<file path="src/rtl/sirad_pkg.sv">
// Package for the signed integer to radix digits block.
// Holds the sizes, codes and types shared by the digit row, its cells and the top level.
// Depends on nothing.
package sirad_pkg;

  localparam int CELLS     = 64;   // digit cells in the row
  localparam int MAG_BITS  = 63;   // magnitude bits after saturation
  localparam int DIGIT_W   = 4;
  localparam int RADIX_W   = 5;
  localparam int SYM_W     = 8;
  localparam int SYM_SLOTS = 16;
  localparam int MAX_RADIX = 16;
  localparam int CNT_W     = $clog2(CELLS);
  localparam int REG_W     = 64;
  localparam int ADDR_W    = 5;

  localparam logic [SYM_W-1:0] SYM_MINUS = 8'h2D;
  localparam logic [SYM_W-1:0] SYM_PLUS  = 8'h2B;
  localparam logic [SYM_W-1:0] SYM_NUL   = 8'h00;

  // Register indexes, taken from paddr[4:3].
  localparam logic [1:0] REG_RADIX   = 2'd0;
  localparam logic [1:0] REG_SYM_LOW = 2'd1;
  localparam logic [1:0] REG_SYM_HI  = 2'd2;

  typedef logic [DIGIT_W-1:0] digit_t;

  // Data handed from one cell to the next in every conversion cycle.
  typedef struct packed {
    logic carry;   // doubling carry into the next digit
    logic en;      // a conversion step travels with this carry
    logic fin;     // this is the final conversion step
  } link_t;

  // Row control driven by the sequencer.
  typedef struct packed {
    logic clear;   // zero all digits and links for a new request
    logic conv;    // conversion phase: cells take steps from their links
    logic shift;   // emission: digits move one cell toward the top
  } row_ctl_t;

  typedef enum logic [1:0] {
    ST_IDLE,
    ST_CONV,
    ST_SIGN,
    ST_EMIT
  } state_t;

endpackage

</file>
<file path="src/rtl/signed_int_to_radix_digits_top.sv">
// Top level of the signed integer to radix digits block.
// Holds the register port, the sequencer and the output register; depends on
// sirad_pkg, sirad_row and sirad_cell.
//
// Usage: each request on the in_ channel carries one signed 64-bit value in
// in_tdata. The block answers on the out_ channel with the text of that value
// in the configured radix, one symbol byte per transfer in out_tdata, with
// out_tlast high on the final symbol. A negative value starts with '-'. The
// radix and the sixteen symbol bytes are set over the cfg_ register port
// (radix at 0x0, symbols 0 to 7 at 0x8, symbols 8 to 15 at 0x10) while the
// block is idle. If the radix is below 2 or above 16, or a symbol in use is
// zero, '-' or '+', or two symbols in use are equal, the value is taken and
// dropped without any output.
// Flow: the magnitude enters a chain of 64 digit cells one bit per cycle,
// and each conversion step ripples up the chain one cell per cycle until the
// final step leaves the top cell. Emission then walks all 64 cells from the
// top, one cell per cycle while the receiver is ready, after a sign symbol
// for a negative value.
// A stalled receiver freezes emission; the last symbol sits in the output
// register while the next request is already accepted. Reset clears the
// registers, the sequencer and the output valid.
module signed_int_to_radix_digits_top (
  input  logic        clk,
  input  logic        rst_n,
  // Input channel. in_tdata: [63:0] value.
  input  logic        in_tvalid,
  output logic        in_tready,
  input  logic [63:0] in_tdata,
  // Result channel. out_tdata: [7:0] symbol. out_tlast marks the last symbol.
  output logic        out_tvalid,
  input  logic        out_tready,
  output logic [7:0]  out_tdata,
  output logic        out_tlast,
  // Register port.
  input  logic        cfg_psel,
  input  logic        cfg_penable,
  input  logic        cfg_pwrite,
  input  logic [sirad_pkg::ADDR_W-1:0] cfg_paddr,
  input  logic [63:0] cfg_pwdata,
  output logic [63:0] cfg_prdata,
  output logic        cfg_pready
);
  import sirad_pkg::*;

  // Configuration registers.
  logic [RADIX_W-1:0] radix_r;
  logic [REG_W-1:0]   sym_low_r;
  logic [REG_W-1:0]   sym_high_r;
  logic [1:0]         reg_idx;
  logic               cfg_wr;

  // Sequencer state.
  state_t             state_r, state_nxt;
  logic [CNT_W-1:0]   cnt_r, cnt_nxt;
  logic [MAG_BITS-1:0] mag_r, mag_nxt;
  logic               neg_r, neg_nxt;
  logic               seen_r, seen_nxt;

  // Output register.
  logic               out_valid_r, out_valid_nxt;
  logic [SYM_W-1:0]   out_sym_r, out_sym_nxt;
  logic               out_last_r, out_last_nxt;

  logic [2*REG_W-1:0] sym_all;
  logic [SYM_W-1:0]   sym_tab [SYM_SLOTS];
  logic               base_ok;
  logic               accept;
  logic               slot_free;
  logic               feeding;
  logic               last_cell;
  logic               show;
  row_ctl_t           row_ctl;
  link_t              feed;
  link_t              tail;
  digit_t             top_digit;
  logic [MAG_BITS-1:0] in_mag;

  // ---------------------------------------------------------------------------
  // Register port. Every access completes in its access cycle.
  // ---------------------------------------------------------------------------
  assign cfg_pready = 1'b1;
  assign reg_idx    = cfg_paddr[4:3];
  assign cfg_wr     = cfg_psel & cfg_penable & cfg_pwrite & cfg_pready;

  always_ff @(posedge clk) begin
    if (!rst_n) begin
      radix_r    <= '0;
      sym_low_r  <= '0;
      sym_high_r <= '0;
    end else if (cfg_wr) begin
      unique case (reg_idx)
        REG_RADIX:   radix_r    <= cfg_pwdata[RADIX_W-1:0];
        REG_SYM_LOW: sym_low_r  <= cfg_pwdata;
        REG_SYM_HI:  sym_high_r <= cfg_pwdata;
        default: ;
      endcase
    end
  end

  always_comb begin
    unique case (reg_idx)
      REG_RADIX:   cfg_prdata = {{(REG_W-RADIX_W){1'b0}}, radix_r};
      REG_SYM_LOW: cfg_prdata = sym_low_r;
      REG_SYM_HI:  cfg_prdata = sym_high_r;
      default:     cfg_prdata = '0;
    endcase
  end

  // ---------------------------------------------------------------------------
  // Symbol table and base check. The checks on the sixteen slots are
  // independent compares, so the whole check settles in the accept cycle.
  // ---------------------------------------------------------------------------
  assign sym_all = {sym_high_r, sym_low_r};

  for (genvar s = 0; s < SYM_SLOTS; s++) begin : g_sym
    assign sym_tab[s] = sym_all[s*SYM_W +: SYM_W];
  end

  always_comb begin
    base_ok = (radix_r >= RADIX_W'(2)) && (radix_r <= RADIX_W'(MAX_RADIX));
    for (int i = 0; i < SYM_SLOTS; i++) begin
      if (RADIX_W'(i) < radix_r) begin
        if (sym_tab[i] == SYM_NUL || sym_tab[i] == SYM_MINUS || sym_tab[i] == SYM_PLUS) begin
          base_ok = 1'b0;
        end
        for (int j = 0; j < i; j++) begin
          if (sym_tab[j] == sym_tab[i]) begin
            base_ok = 1'b0;
          end
        end
      end
    end
  end

  // Magnitude with the most negative value saturated one step toward zero.
  always_comb begin
    if (in_tdata == {1'b1, {MAG_BITS{1'b0}}}) begin
      in_mag = {MAG_BITS{1'b1}};
    end else if (in_tdata[63]) begin
      in_mag = MAG_BITS'(~in_tdata + 64'd1);
    end else begin
      in_mag = in_tdata[MAG_BITS-1:0];
    end
  end

  // ---------------------------------------------------------------------------
  // Digit row.
  // ---------------------------------------------------------------------------
  assign in_tready = (state_r == ST_IDLE);
  assign accept    = in_tvalid & in_tready;
  assign slot_free = ~out_valid_r | out_tready;
  assign feeding   = (state_r == ST_CONV) && (cnt_r < CNT_W'(MAG_BITS));
  assign last_cell = (cnt_r == CNT_W'(CELLS-1));
  assign show      = seen_r | (top_digit != '0) | last_cell;

  // The magnitude enters cell 0 most significant bit first; the final bit
  // carries the fin mark, which tells the sequencer when it leaves the top cell.
  always_comb begin
    feed.carry = feeding & mag_r[MAG_BITS-1];
    feed.en    = feeding;
    feed.fin   = feeding && (cnt_r == CNT_W'(MAG_BITS-1));
  end

  sirad_row u_row (
    .clk      (clk),
    .rst_n    (rst_n),
    .ctl      (row_ctl),
    .radix    (radix_r),
    .feed     (feed),
    .tail     (tail),
    .top_digit(top_digit)
  );

  // ---------------------------------------------------------------------------
  // Sequencer: next state.
  // ---------------------------------------------------------------------------
  always_comb begin
    state_nxt = state_r;
    unique case (state_r)
      ST_IDLE: begin
        if (accept && base_ok) begin
          state_nxt = ST_CONV;
        end
      end
      ST_CONV: begin
        if (tail.fin) begin
          state_nxt = neg_r ? ST_SIGN : ST_EMIT;
        end
      end
      ST_SIGN: begin
        if (slot_free) begin
          state_nxt = ST_EMIT;
        end
      end
      ST_EMIT: begin
        if (slot_free && last_cell) begin
          state_nxt = ST_IDLE;
        end
      end
      default: state_nxt = ST_IDLE;
    endcase
  end

  // ---------------------------------------------------------------------------
  // Sequencer: outputs, counters and the output register.
  // ---------------------------------------------------------------------------
  always_comb begin
    row_ctl       = '0;
    cnt_nxt       = cnt_r;
    mag_nxt       = mag_r;
    neg_nxt       = neg_r;
    seen_nxt      = seen_r;
    out_sym_nxt   = out_sym_r;
    out_last_nxt  = out_last_r;
    out_valid_nxt = out_valid_r & ~out_tready;
    unique case (state_r)
      ST_IDLE: begin
        if (accept && base_ok) begin
          row_ctl.clear = 1'b1;
          cnt_nxt       = '0;
          mag_nxt       = in_mag;
          neg_nxt       = in_tdata[63];
          seen_nxt      = 1'b0;
        end
      end
      ST_CONV: begin
        row_ctl.conv = 1'b1;
        if (feeding) begin
          cnt_nxt = cnt_r + CNT_W'(1);
          mag_nxt = {mag_r[MAG_BITS-2:0], 1'b0};
        end
        if (tail.fin) begin
          cnt_nxt = '0;
        end
      end
      ST_SIGN: begin
        if (slot_free) begin
          out_valid_nxt = 1'b1;
          out_sym_nxt   = SYM_MINUS;
          out_last_nxt  = 1'b0;
        end
      end
      ST_EMIT: begin
        // Leading zero digits are walked past without a result; the bottom
        // cell always yields one, so zero renders as the digit-0 symbol.
        if (slot_free) begin
          row_ctl.shift = 1'b1;
          cnt_nxt       = cnt_r + CNT_W'(1);
          seen_nxt      = show;
          if (show) begin
            out_valid_nxt = 1'b1;
            out_sym_nxt   = sym_tab[top_digit];
            out_last_nxt  = last_cell;
          end
        end
      end
      default: ;
    endcase
  end

  always_ff @(posedge clk) begin
    if (!rst_n) begin
      state_r     <= ST_IDLE;
      cnt_r       <= '0;
      neg_r       <= 1'b0;
      seen_r      <= 1'b0;
      out_valid_r <= 1'b0;
    end else begin
      state_r     <= state_nxt;
      cnt_r       <= cnt_nxt;
      neg_r       <= neg_nxt;
      seen_r      <= seen_nxt;
      out_valid_r <= out_valid_nxt;
    end
  end

  always_ff @(posedge clk) begin
    mag_r      <= mag_nxt;
    out_sym_r  <= out_sym_nxt;
    out_last_r <= out_last_nxt;
  end

  assign out_tvalid = out_valid_r;
  assign out_tdata  = out_sym_r;
  assign out_tlast  = out_last_r;

endmodule

</file>
<file path="src/rtl/sirad_cell.sv">
// One radix digit cell: doubles its digit, adds the carry from its lower
// neighbor and reduces by the radix; shifts its digit upward during emission.
// Depends on sirad_pkg.
module sirad_cell (
  input  logic                              clk,
  input  logic                              rst_n,
  input  sirad_pkg::row_ctl_t               ctl,
  input  logic [sirad_pkg::RADIX_W-1:0]     radix,
  input  sirad_pkg::link_t                  link_in,
  output sirad_pkg::link_t                  link_out,
  input  sirad_pkg::digit_t                 digit_in,
  output sirad_pkg::digit_t                 digit_out
);
  import sirad_pkg::*;

  digit_t             digit_r, digit_nxt;
  link_t              link_r, link_nxt;
  logic [RADIX_W-1:0] sum;
  logic [RADIX_W-1:0] diff;
  logic               ge;

  // The digit stays below the radix, so twice it plus one fits in five bits.
  assign sum  = {digit_r, link_in.carry};
  assign ge   = (sum >= radix);
  assign diff = sum - radix;

  always_comb begin
    link_nxt.carry = link_in.en & ge;
    link_nxt.en    = link_in.en;
    link_nxt.fin   = link_in.en & link_in.fin;
  end

  always_comb begin
    digit_nxt = digit_r;
    if (ctl.clear) begin
      digit_nxt = '0;
    end else if (ctl.conv && link_in.en) begin
      digit_nxt = ge ? diff[DIGIT_W-1:0] : sum[DIGIT_W-1:0];
    end else if (ctl.shift) begin
      digit_nxt = digit_in;
    end
  end

  always_ff @(posedge clk) begin
    if (!rst_n) begin
      link_r <= '0;
    end else if (ctl.clear) begin
      link_r <= '0;
    end else if (ctl.conv) begin
      link_r <= link_nxt;
    end
  end

  always_ff @(posedge clk) begin
    digit_r <= digit_nxt;
  end

  assign link_out  = link_r;
  assign digit_out = digit_r;

endmodule

</file>
<file path="src/rtl/sirad_row.sv">
// Row of radix digit cells, least significant digit in cell 0.
// Conversion links run upward one cell per cycle; emission shifts digits upward.
// Depends on sirad_pkg and sirad_cell.
module sirad_row (
  input  logic                          clk,
  input  logic                          rst_n,
  input  sirad_pkg::row_ctl_t           ctl,
  input  logic [sirad_pkg::RADIX_W-1:0] radix,
  input  sirad_pkg::link_t              feed,
  output sirad_pkg::link_t              tail,
  output sirad_pkg::digit_t             top_digit
);
  import sirad_pkg::*;

  link_t  links  [CELLS+1];
  digit_t digits [CELLS+1];

  assign links[0]  = feed;
  assign digits[0] = '0;

  for (genvar k = 0; k < CELLS; k++) begin : g_cell
    sirad_cell u_cell (
      .clk      (clk),
      .rst_n    (rst_n),
      .ctl      (ctl),
      .radix    (radix),
      .link_in  (links[k]),
      .link_out (links[k+1]),
      .digit_in (digits[k]),
      .digit_out(digits[k+1])
    );
  end

  assign tail      = links[CELLS];
  assign top_digit = digits[CELLS];

endmodule

</file>
<file path="config.mk">
export PLATFORM = sky130hd
export DESIGN_NAME = signed_int_to_radix_digits_top
export DESIGN_NICKNAME = d
export VERILOG_FILES = /design/src/rtl/sirad_pkg.sv /design/src/rtl/signed_int_to_radix_digits_top.sv /design/src/rtl/sirad_cell.sv /design/src/rtl/sirad_row.sv
export SDC_FILE = /design/constraint.sdc
export NUM_CORES = 2
export LEC_CHECK = 0
export BUFFER_PORTS_ARGS = -buffer_cell sky130_fd_sc_hd__buf_2
export CORE_MARGIN = 4
export CORE_UTILIZATION = 60
export CTS_CLUSTER_SIZE = 14
export DETAILED_ROUTE_END_ITERATION = 16
export PLACE_DENSITY_LB_ADDON = 0.05
export SLEW_MARGIN = 20
export SYNTH_ARGS = -nofsm -noshare
export SYNTH_HDL_FRONTEND = slang
export SYNTH_SLANG_ARGS = --single-unit
</file>
<file path="constraint.sdc">
create_clock -name clk -period 13.3 [get_ports clk]
set_input_delay 0 -clock clk [delete_from_list [all_inputs] [get_ports clk]]
set_output_delay 0 -clock clk [all_outputs]
set_load 0.1 [all_outputs]
</file>
# Word level (Yosys, flattened, before mapping)
# Index checks and enable logic that the tools add are counted.
# totals
wordCells	1305
output_inout_bits	76
inputBits	140
ff_bits	662
# op_classes
magnitude_cmp	84
add_sub_neg	66
bitwise	140
n_mux	384
eq_ne	168
reduce_logical	198
# op_table
operator	count
8-bit == test	120
4-bit two-way mux	192
5-bit >= comparator	64
8-bit by 6-bit == test with 1-bit output (second input constant)	32
4-bit subtractor	64
63-bit two-way mux	4
64-bit case mux with 3 select lines	1
1-bit two-way mux	166
2-bit nonzero test	67
1-bit AND	132
8-bit zero test	16
63-bit case mux with 2 select lines	1
1-bit logical AND	69
64-bit == test (second input constant)	1
63-bit by 1-bit adder with 63-bit output (second input constant)	1
63-bit inverter	1
4-bit by 5-bit less-than comparator with 1-bit output (first input constant)	8
8-bit two-way mux	5
8-bit binary-select mux with 4-bit select	1
1-bit logical OR	32
6-bit two-way mux	4
3-bit by 5-bit less-than comparator with 1-bit output (first input constant)	4
6-bit case mux with 3 select lines	1
8-bit case mux with 2 select lines	1
26 further kinds	53

# Longest topological paths before layout
# depth
word_depth	159
ltp_mapped	18
mapped_depth_nobuf	15

# Modules after synthesis
# A second synthesis with hierarchy kept.
# unflattened
hier_cells	6601
hier_area_um2	56731.9
# modules_own_cells
mod	instances	seq_area_each_um2	cells_each	area_each_um2
sirad_cell (u_row.g_cell[0].u_cell ...)	48	140.1	56	508.0
signed_int_to_radix_digits_top	1	5044.8	2984	24076.8
sirad_cell (u_row.g_cell[53].u_cell ...)	16	140.1	58	516.7
sirad_row	1	0.0	1	3.8

# Least setup slack after synthesis
# OpenSTA, ideal clock, no wires.
# synth_timing
path_kind	register to register
start	register radix_r[1]
end	register mag_r[0], enable pin
slack_ns	4.994
setup_time_ns	0.485
period_less_slack_ns	8.306
n_path_buf	1
required_ns	12.815
arrival_ns	7.822
path_stages_with_launch	11
path_cell_list	dfxtp_1 > nor3_1 > o21ai_0 > o41ai_1 > a2111oi_0 > o2111ai_1 > a211o_1 > and4b_1 > clkbuf_1 > nor2_1 > nor2_1
# synth_between
elab_chain_cells	157
word_cells_on_any_way	174
classes_between	18 x order compare; 1 x eq/ne; 152 x mux; 3 x reduce/logical
# synth_rtl
item	line	source
start: declaration	signed_int_to_radix_digits_top.sv:46	logic [RADIX_W-1:0] radix_r;
start signal: assignment	signed_int_to_radix_digits_top.sv:92	REG_RADIX: radix_r <= cfg_pwdata[RADIX_W-1:0];
5-bit by 2-bit >= comparator with 1-bit output / 5-bit less-or-equal comparator (equally long branches)	signed_int_to_radix_digits_top.sv:120	base_ok = (radix_r >= RADIX_W'(2)) && (radix_r <= RADIX_W'(MAX_RADIX));
1-bit logical AND	signed_int_to_radix_digits_top.sv:120	
1-bit two-way mux	signed_int_to_radix_digits_top.sv:123	if (sym_tab[i] == SYM_NUL || sym_tab[i] == SYM_MINUS || sym_tab[i] == SYM_PLUS) begin
1-bit two-way mux	signed_int_to_radix_digits_top.sv:122	if (RADIX_W'(i) < radix_r) begin
1-bit two-way mux	signed_int_to_radix_digits_top.sv:123	
1-bit two-way mux	signed_int_to_radix_digits_top.sv:127	if (sym_tab[j] == sym_tab[i]) begin
1-bit two-way mux	signed_int_to_radix_digits_top.sv:122	
1-bit two-way mux	signed_int_to_radix_digits_top.sv:123	
(+114 left out)	--	
1-bit two-way mux (14 in series)	signed_int_to_radix_digits_top.sv:127	
1-bit two-way mux	signed_int_to_radix_digits_top.sv:122	
1-bit two-way mux	signed_int_to_radix_digits_top.sv:123	
1-bit two-way mux (15 in series)	signed_int_to_radix_digits_top.sv:127	
1-bit two-way mux (*)	signed_int_to_radix_digits_top.sv:122	
1-bit logical AND (*)	signed_int_to_radix_digits_top.sv:218	if (accept && base_ok) begin
2-bit by 1-bit inequality test with 1-bit output (no source line) (*)	--	
3-bit AND reduction (no source line) (*)	--	
end signal: assignment	signed_int_to_radix_digits_top.sv:278	mag_r <= mag_nxt;
end: declaration	signed_int_to_radix_digits_top.sv:55	logic [MAG_BITS-1:0] mag_r, mag_nxt;
# Mark *: on every way between the ends. The rest lies on a longest branch, timed or not.
# A chain may end at the register's enable or synchronous reset.

# Worst setup path after layout
# layout_timing
start	register sym_high_r[51]
end	register u_row.g_cell[33].u_cell.link_r (netlist bit u_row.g_cell[33].u_cell.link_out[2])
# layout_between
elab_chain_cells	40
word_cells_on_any_way	57
classes_between	17 x eq/ne; 35 x mux; 5 x reduce/logical
# layout_rtl
item	line	source
start: declaration	signed_int_to_radix_digits_top.sv:48	logic [REG_W-1:0] sym_high_r;
start signal: assignment	signed_int_to_radix_digits_top.sv:94	REG_SYM_HI: sym_high_r <= cfg_pwdata;
8-bit by 6-bit == test with 1-bit output / 8-bit zero test (equally long branches)	signed_int_to_radix_digits_top.sv:123	
1-bit logical OR (2 in series)	signed_int_to_radix_digits_top.sv:123	
1-bit two-way mux	signed_int_to_radix_digits_top.sv:123	
1-bit two-way mux (14 in series)	signed_int_to_radix_digits_top.sv:127	
1-bit two-way mux	signed_int_to_radix_digits_top.sv:122	
1-bit two-way mux	signed_int_to_radix_digits_top.sv:123	
1-bit two-way mux (15 in series)	signed_int_to_radix_digits_top.sv:127	
1-bit two-way mux (*)	signed_int_to_radix_digits_top.sv:122	
1-bit logical AND (*)	signed_int_to_radix_digits_top.sv:218	
1-bit two-way mux (*)	signed_int_to_radix_digits_top.sv:218	
1-bit two-way mux (*)	signed_int_to_radix_digits_top.sv:216	unique case (state_r)
2-bit OR reduction (no source line) (*)	--	
end signal: assignment	sirad_cell.sv:50	link_r <= link_nxt;
end: declaration	sirad_cell.sv:17	link_t link_r, link_nxt;
# Marked as above.

==> run summary <==
Status - finished with violations
Failing checks - negative hold slack
DR WL/cell - 21.8 um
WP data required - 13.78 ns
# port buffers - 211
Slew Limit Fails - 0
Layout Cells excl Fill - 7802
Clock Skew - 0.0550 ns
Synthesized flop and latch total - 662
Asr flop ratio synth - 0%
Post-synthesis cell area - 53800 um2
Leading cell types in the layout, fill and taps excluded - nand2_1, xnor2_1, dfxtp_1, xor2_1, nor2_1
CP startpoint - sym_high_r[51]
DP Wirelength - 102000 um
Starting Density - 60.6%
Setup TNS - 0 ns
1st-iter DRT viols - 4835
Slew margin rel. - 25.0%
Syn_nets - 6996
Worst r2r dst - u_row.g_cell[33].u_cell.link_out[2]
Max stage delay on crit path - 0.90 ns
CTS clock-pin slew for the worst setup and hold paths - 0.06 ns
Die width - 307 um
Area grow syn2layout - 11.5%
DRC Markers - 0
Total of fill cells in the finished design - 7392
Pin count of the biggest net entering global routing - 194
Final min period - 5.69 ns
Worst hold-check path type - in -> reg
Total track usage - 35.0%
Drt via density - 6.34
Worst skew pair latency - 0.67 ns
Boundary Pins - 216
# rows - 109
Synthesized instance count - 6465
Yosys cell types - 75
R2R cell count - 13
Placer Congestion - 0.959
Initial antenna violation count - 5
Grt ovf - 0
DRT antenna net count - 0
Root buffer cell - clkbuf_16
Global-route wire length before repair - 269000 um
Max rail drop VDD - 0.0906 mV
Synth warnings - 0
CTS tree - done
PwrDens - 90.7 nW/um2
CP cell instances - buf_4 -> xor2_1 -> nor4_1 -> nand2_1 -> o21ai_0 -> a2111oi_0 -> a31oi_1 -> o32ai_1 -> nand4b_1 -> buf_4 -> nand2_4 -> buf_4 -> nor2b_1
Post-synth top flop - dfxtp_1
GR Util met1 - 45.4%
Endpoint type of the worst setup path - register
Core box area - 88600 um2
Clock Sink Count - 662
Avg Cell Area, Syn - 8.31 um2
Nets@finish - 7105
CTS Buf Count - 78
FMAX - 0.176 GHz
H-tree Lvls - 3
Critical Path End - u_row.g_cell[33].u_cell.link_out[2]
Seq/Total Area, Yosys - 26.0%
Share of layout cells above drive strength 1 - 11.8%
Post-synth EDFFs - 72
Vias in the first global route - 48600
Worst Setup Path Type - reg -> reg
Max FO, Critical Path - 94
Final setup violation count - 0
Die Ht - 307 um
Leak Pwr - 0.0266 uW
Max Cap Viol - 0
Clock tree buffer depth - 3
Pre-antenna DRT Iters - 6
Commonest non-fill, non-tap cell in the layout - nand2_1
Slowest cell on crit path - buf_4
Hold violation total from the final report - 1
Most common cell on crit path - buf_4
Hold_ws - -0.00544 ns
Placed cells - 7494
Crit start category - register
Fin crit share - 42.7%
Reg2Reg Setup Slack - 7.61 ns
Final wirelength - 170000 um
GR Util met3 - 7.12%
Detailed-route via count - 49400
Slew at the pin closest to its max-slew limit - 1.12 ns
Worst r2r src - sym_high_r[51]
Die ar. - 94400 um2
Worst path arrival time - 6.16 ns
GRT met2 Usage - 55.8%
Resized cells post-CTS - 0
Unrepaired setup endpoints after global routing - false
Grt peak-use layer - met2
[worst min path at each step]
| stage | to | cells after the start | from |
|---|---|---|---|
| floorplan | sym_high_r[0] | 2 | cfg_pwdata[0] |
| global placement | sym_high_r[56] | 3 | cfg_pwdata[56] |
| detailed placement | sym_high_r[62] | 3 | cfg_pwdata[62] |
| CTS | radix_r[0] | 5 | cfg_paddr[4] |
| global route | neg_r | 3 | in_tdata[63] |
| finish | neg_r | 3 | in_tdata[63] |
[power by group]
part           total [uW]  internal, uW  switching [uW]  leakage, uW
Combinational         996           497             498       0.0198
Clock                2260          1360             906      0.00133
Sequential           2180          2100            81.8      0.00548
[per-layer routing]
layer	vias to the layer above	wire, um
met4	4	9760
met2	2333	74100
met1	23600	69800
met3	717	16300
li1	22800	-
met5	-	27
[flip-flops by register name (all words and copies together), names as in the netlist]
signal and cells:
u_row.g_cell.u_cell.digit_out 256, u_row.g_cell.u_cell.link_out 190, sym_high_r 64, sym_low_r 64
mag_r 63, out_tdata 8, cnt_r 6, radix_r 5
state_r 2, neg_r 1, out_tlast 1, out_tvalid 1
seen_r 1
[Yosys cell counts, types with 127 or more instances]
library cell | n | area share (%)
xor2_1 | 563 | 9.2
a21o_1 | 131 | 1.8
inv_1 | 140 | 0.98
ha_1 | 327 | 7.6
clkbuf_1 | 324 | 2.3
mux2_2 | 128 | 2.7
nand4_1 | 133 | 1.5
buf_1 | 132 | 0.92
nor4_1 | 127 | 1.5
nand3_1 | 211 | 2.0
xnor2_1 | 597 | 9.7
nand2_1 | 973 | 6.8
dfxtp_1 | 590 | 22
a21boi_0 | 128 | 1.8
nor2_1 | 347 | 2.4
nor2b_1 | 138 | 1.6
a311oi_1 | 130 | 2.1
a21oi_1 | 276 | 2.6
o21ai_0 | 190 | 1.8
[cells by family (layout without fill, tap and decap cells)]
family                   after synthesis  after routing  share of synthesized area [%]
adder cells (fa/ha/maj)              391            391                           10.0
flip-flops                           662            662                           26.0
other                                  1              5                        0.00698
AND/OR/NAND/NOR                     2094           2094                           17.9
buffers and inverters                650            818                           4.74
AO/OA/AOI/OAI                       1322           1322                           17.8
XOR/XNOR                            1160           1160                           18.9
multiplexers                         185            185                           4.67
[metrics by stage]
stage	hold slack, ns	total power, uW	util, %	setup slack [ns]	instance area (um2)
after CTS	0.0515	5460	67.6	7.58	59900
final	-0.00544	5440	67.6	7.61	59900
after global routing	0.0389	5680	67.6	7.62	59900
after global placement	0.266	3120	62.7	7.55	55600
after detailed placement	0.272	3150	62.7	7.64	55600
after floorplan	0.145	2940	-	4.99	53800
[timing repair]
action                                 4_1_cts  5_1_grt
buffers inserted                             0        0
endpoints found under the hold margin      198        0
hold buffers                               164        0
[worst max-delay path, delay by kind of cell, from the launching register on]
kind | cells | cell delay [ns]
buf+inv | 3 | 1.68
compound gates | 4 | 1.89
flops | 1 | 0.76
simple gates | 5 | 0.89
xor+xnor | 1 | 0.16
[layout make-up]
type | count | area [um2] | area share (%)
inverter | 140 | 543 | 0.906
tap | 1165 | 1460 | 2.43
clock inverter | 28 | 357 | 0.595
clock buffer | 111 | 2330 | 3.88
antenna | 4 | 10.0 | 0.0167
sequential | 662 | 14000 | 23.3
timing repair buffer | 539 | 3970 | 6.62
multi-input combinational | 5153 | 37300 | 62.2
No activity file was read; power rests on OpenSTA's default activity.
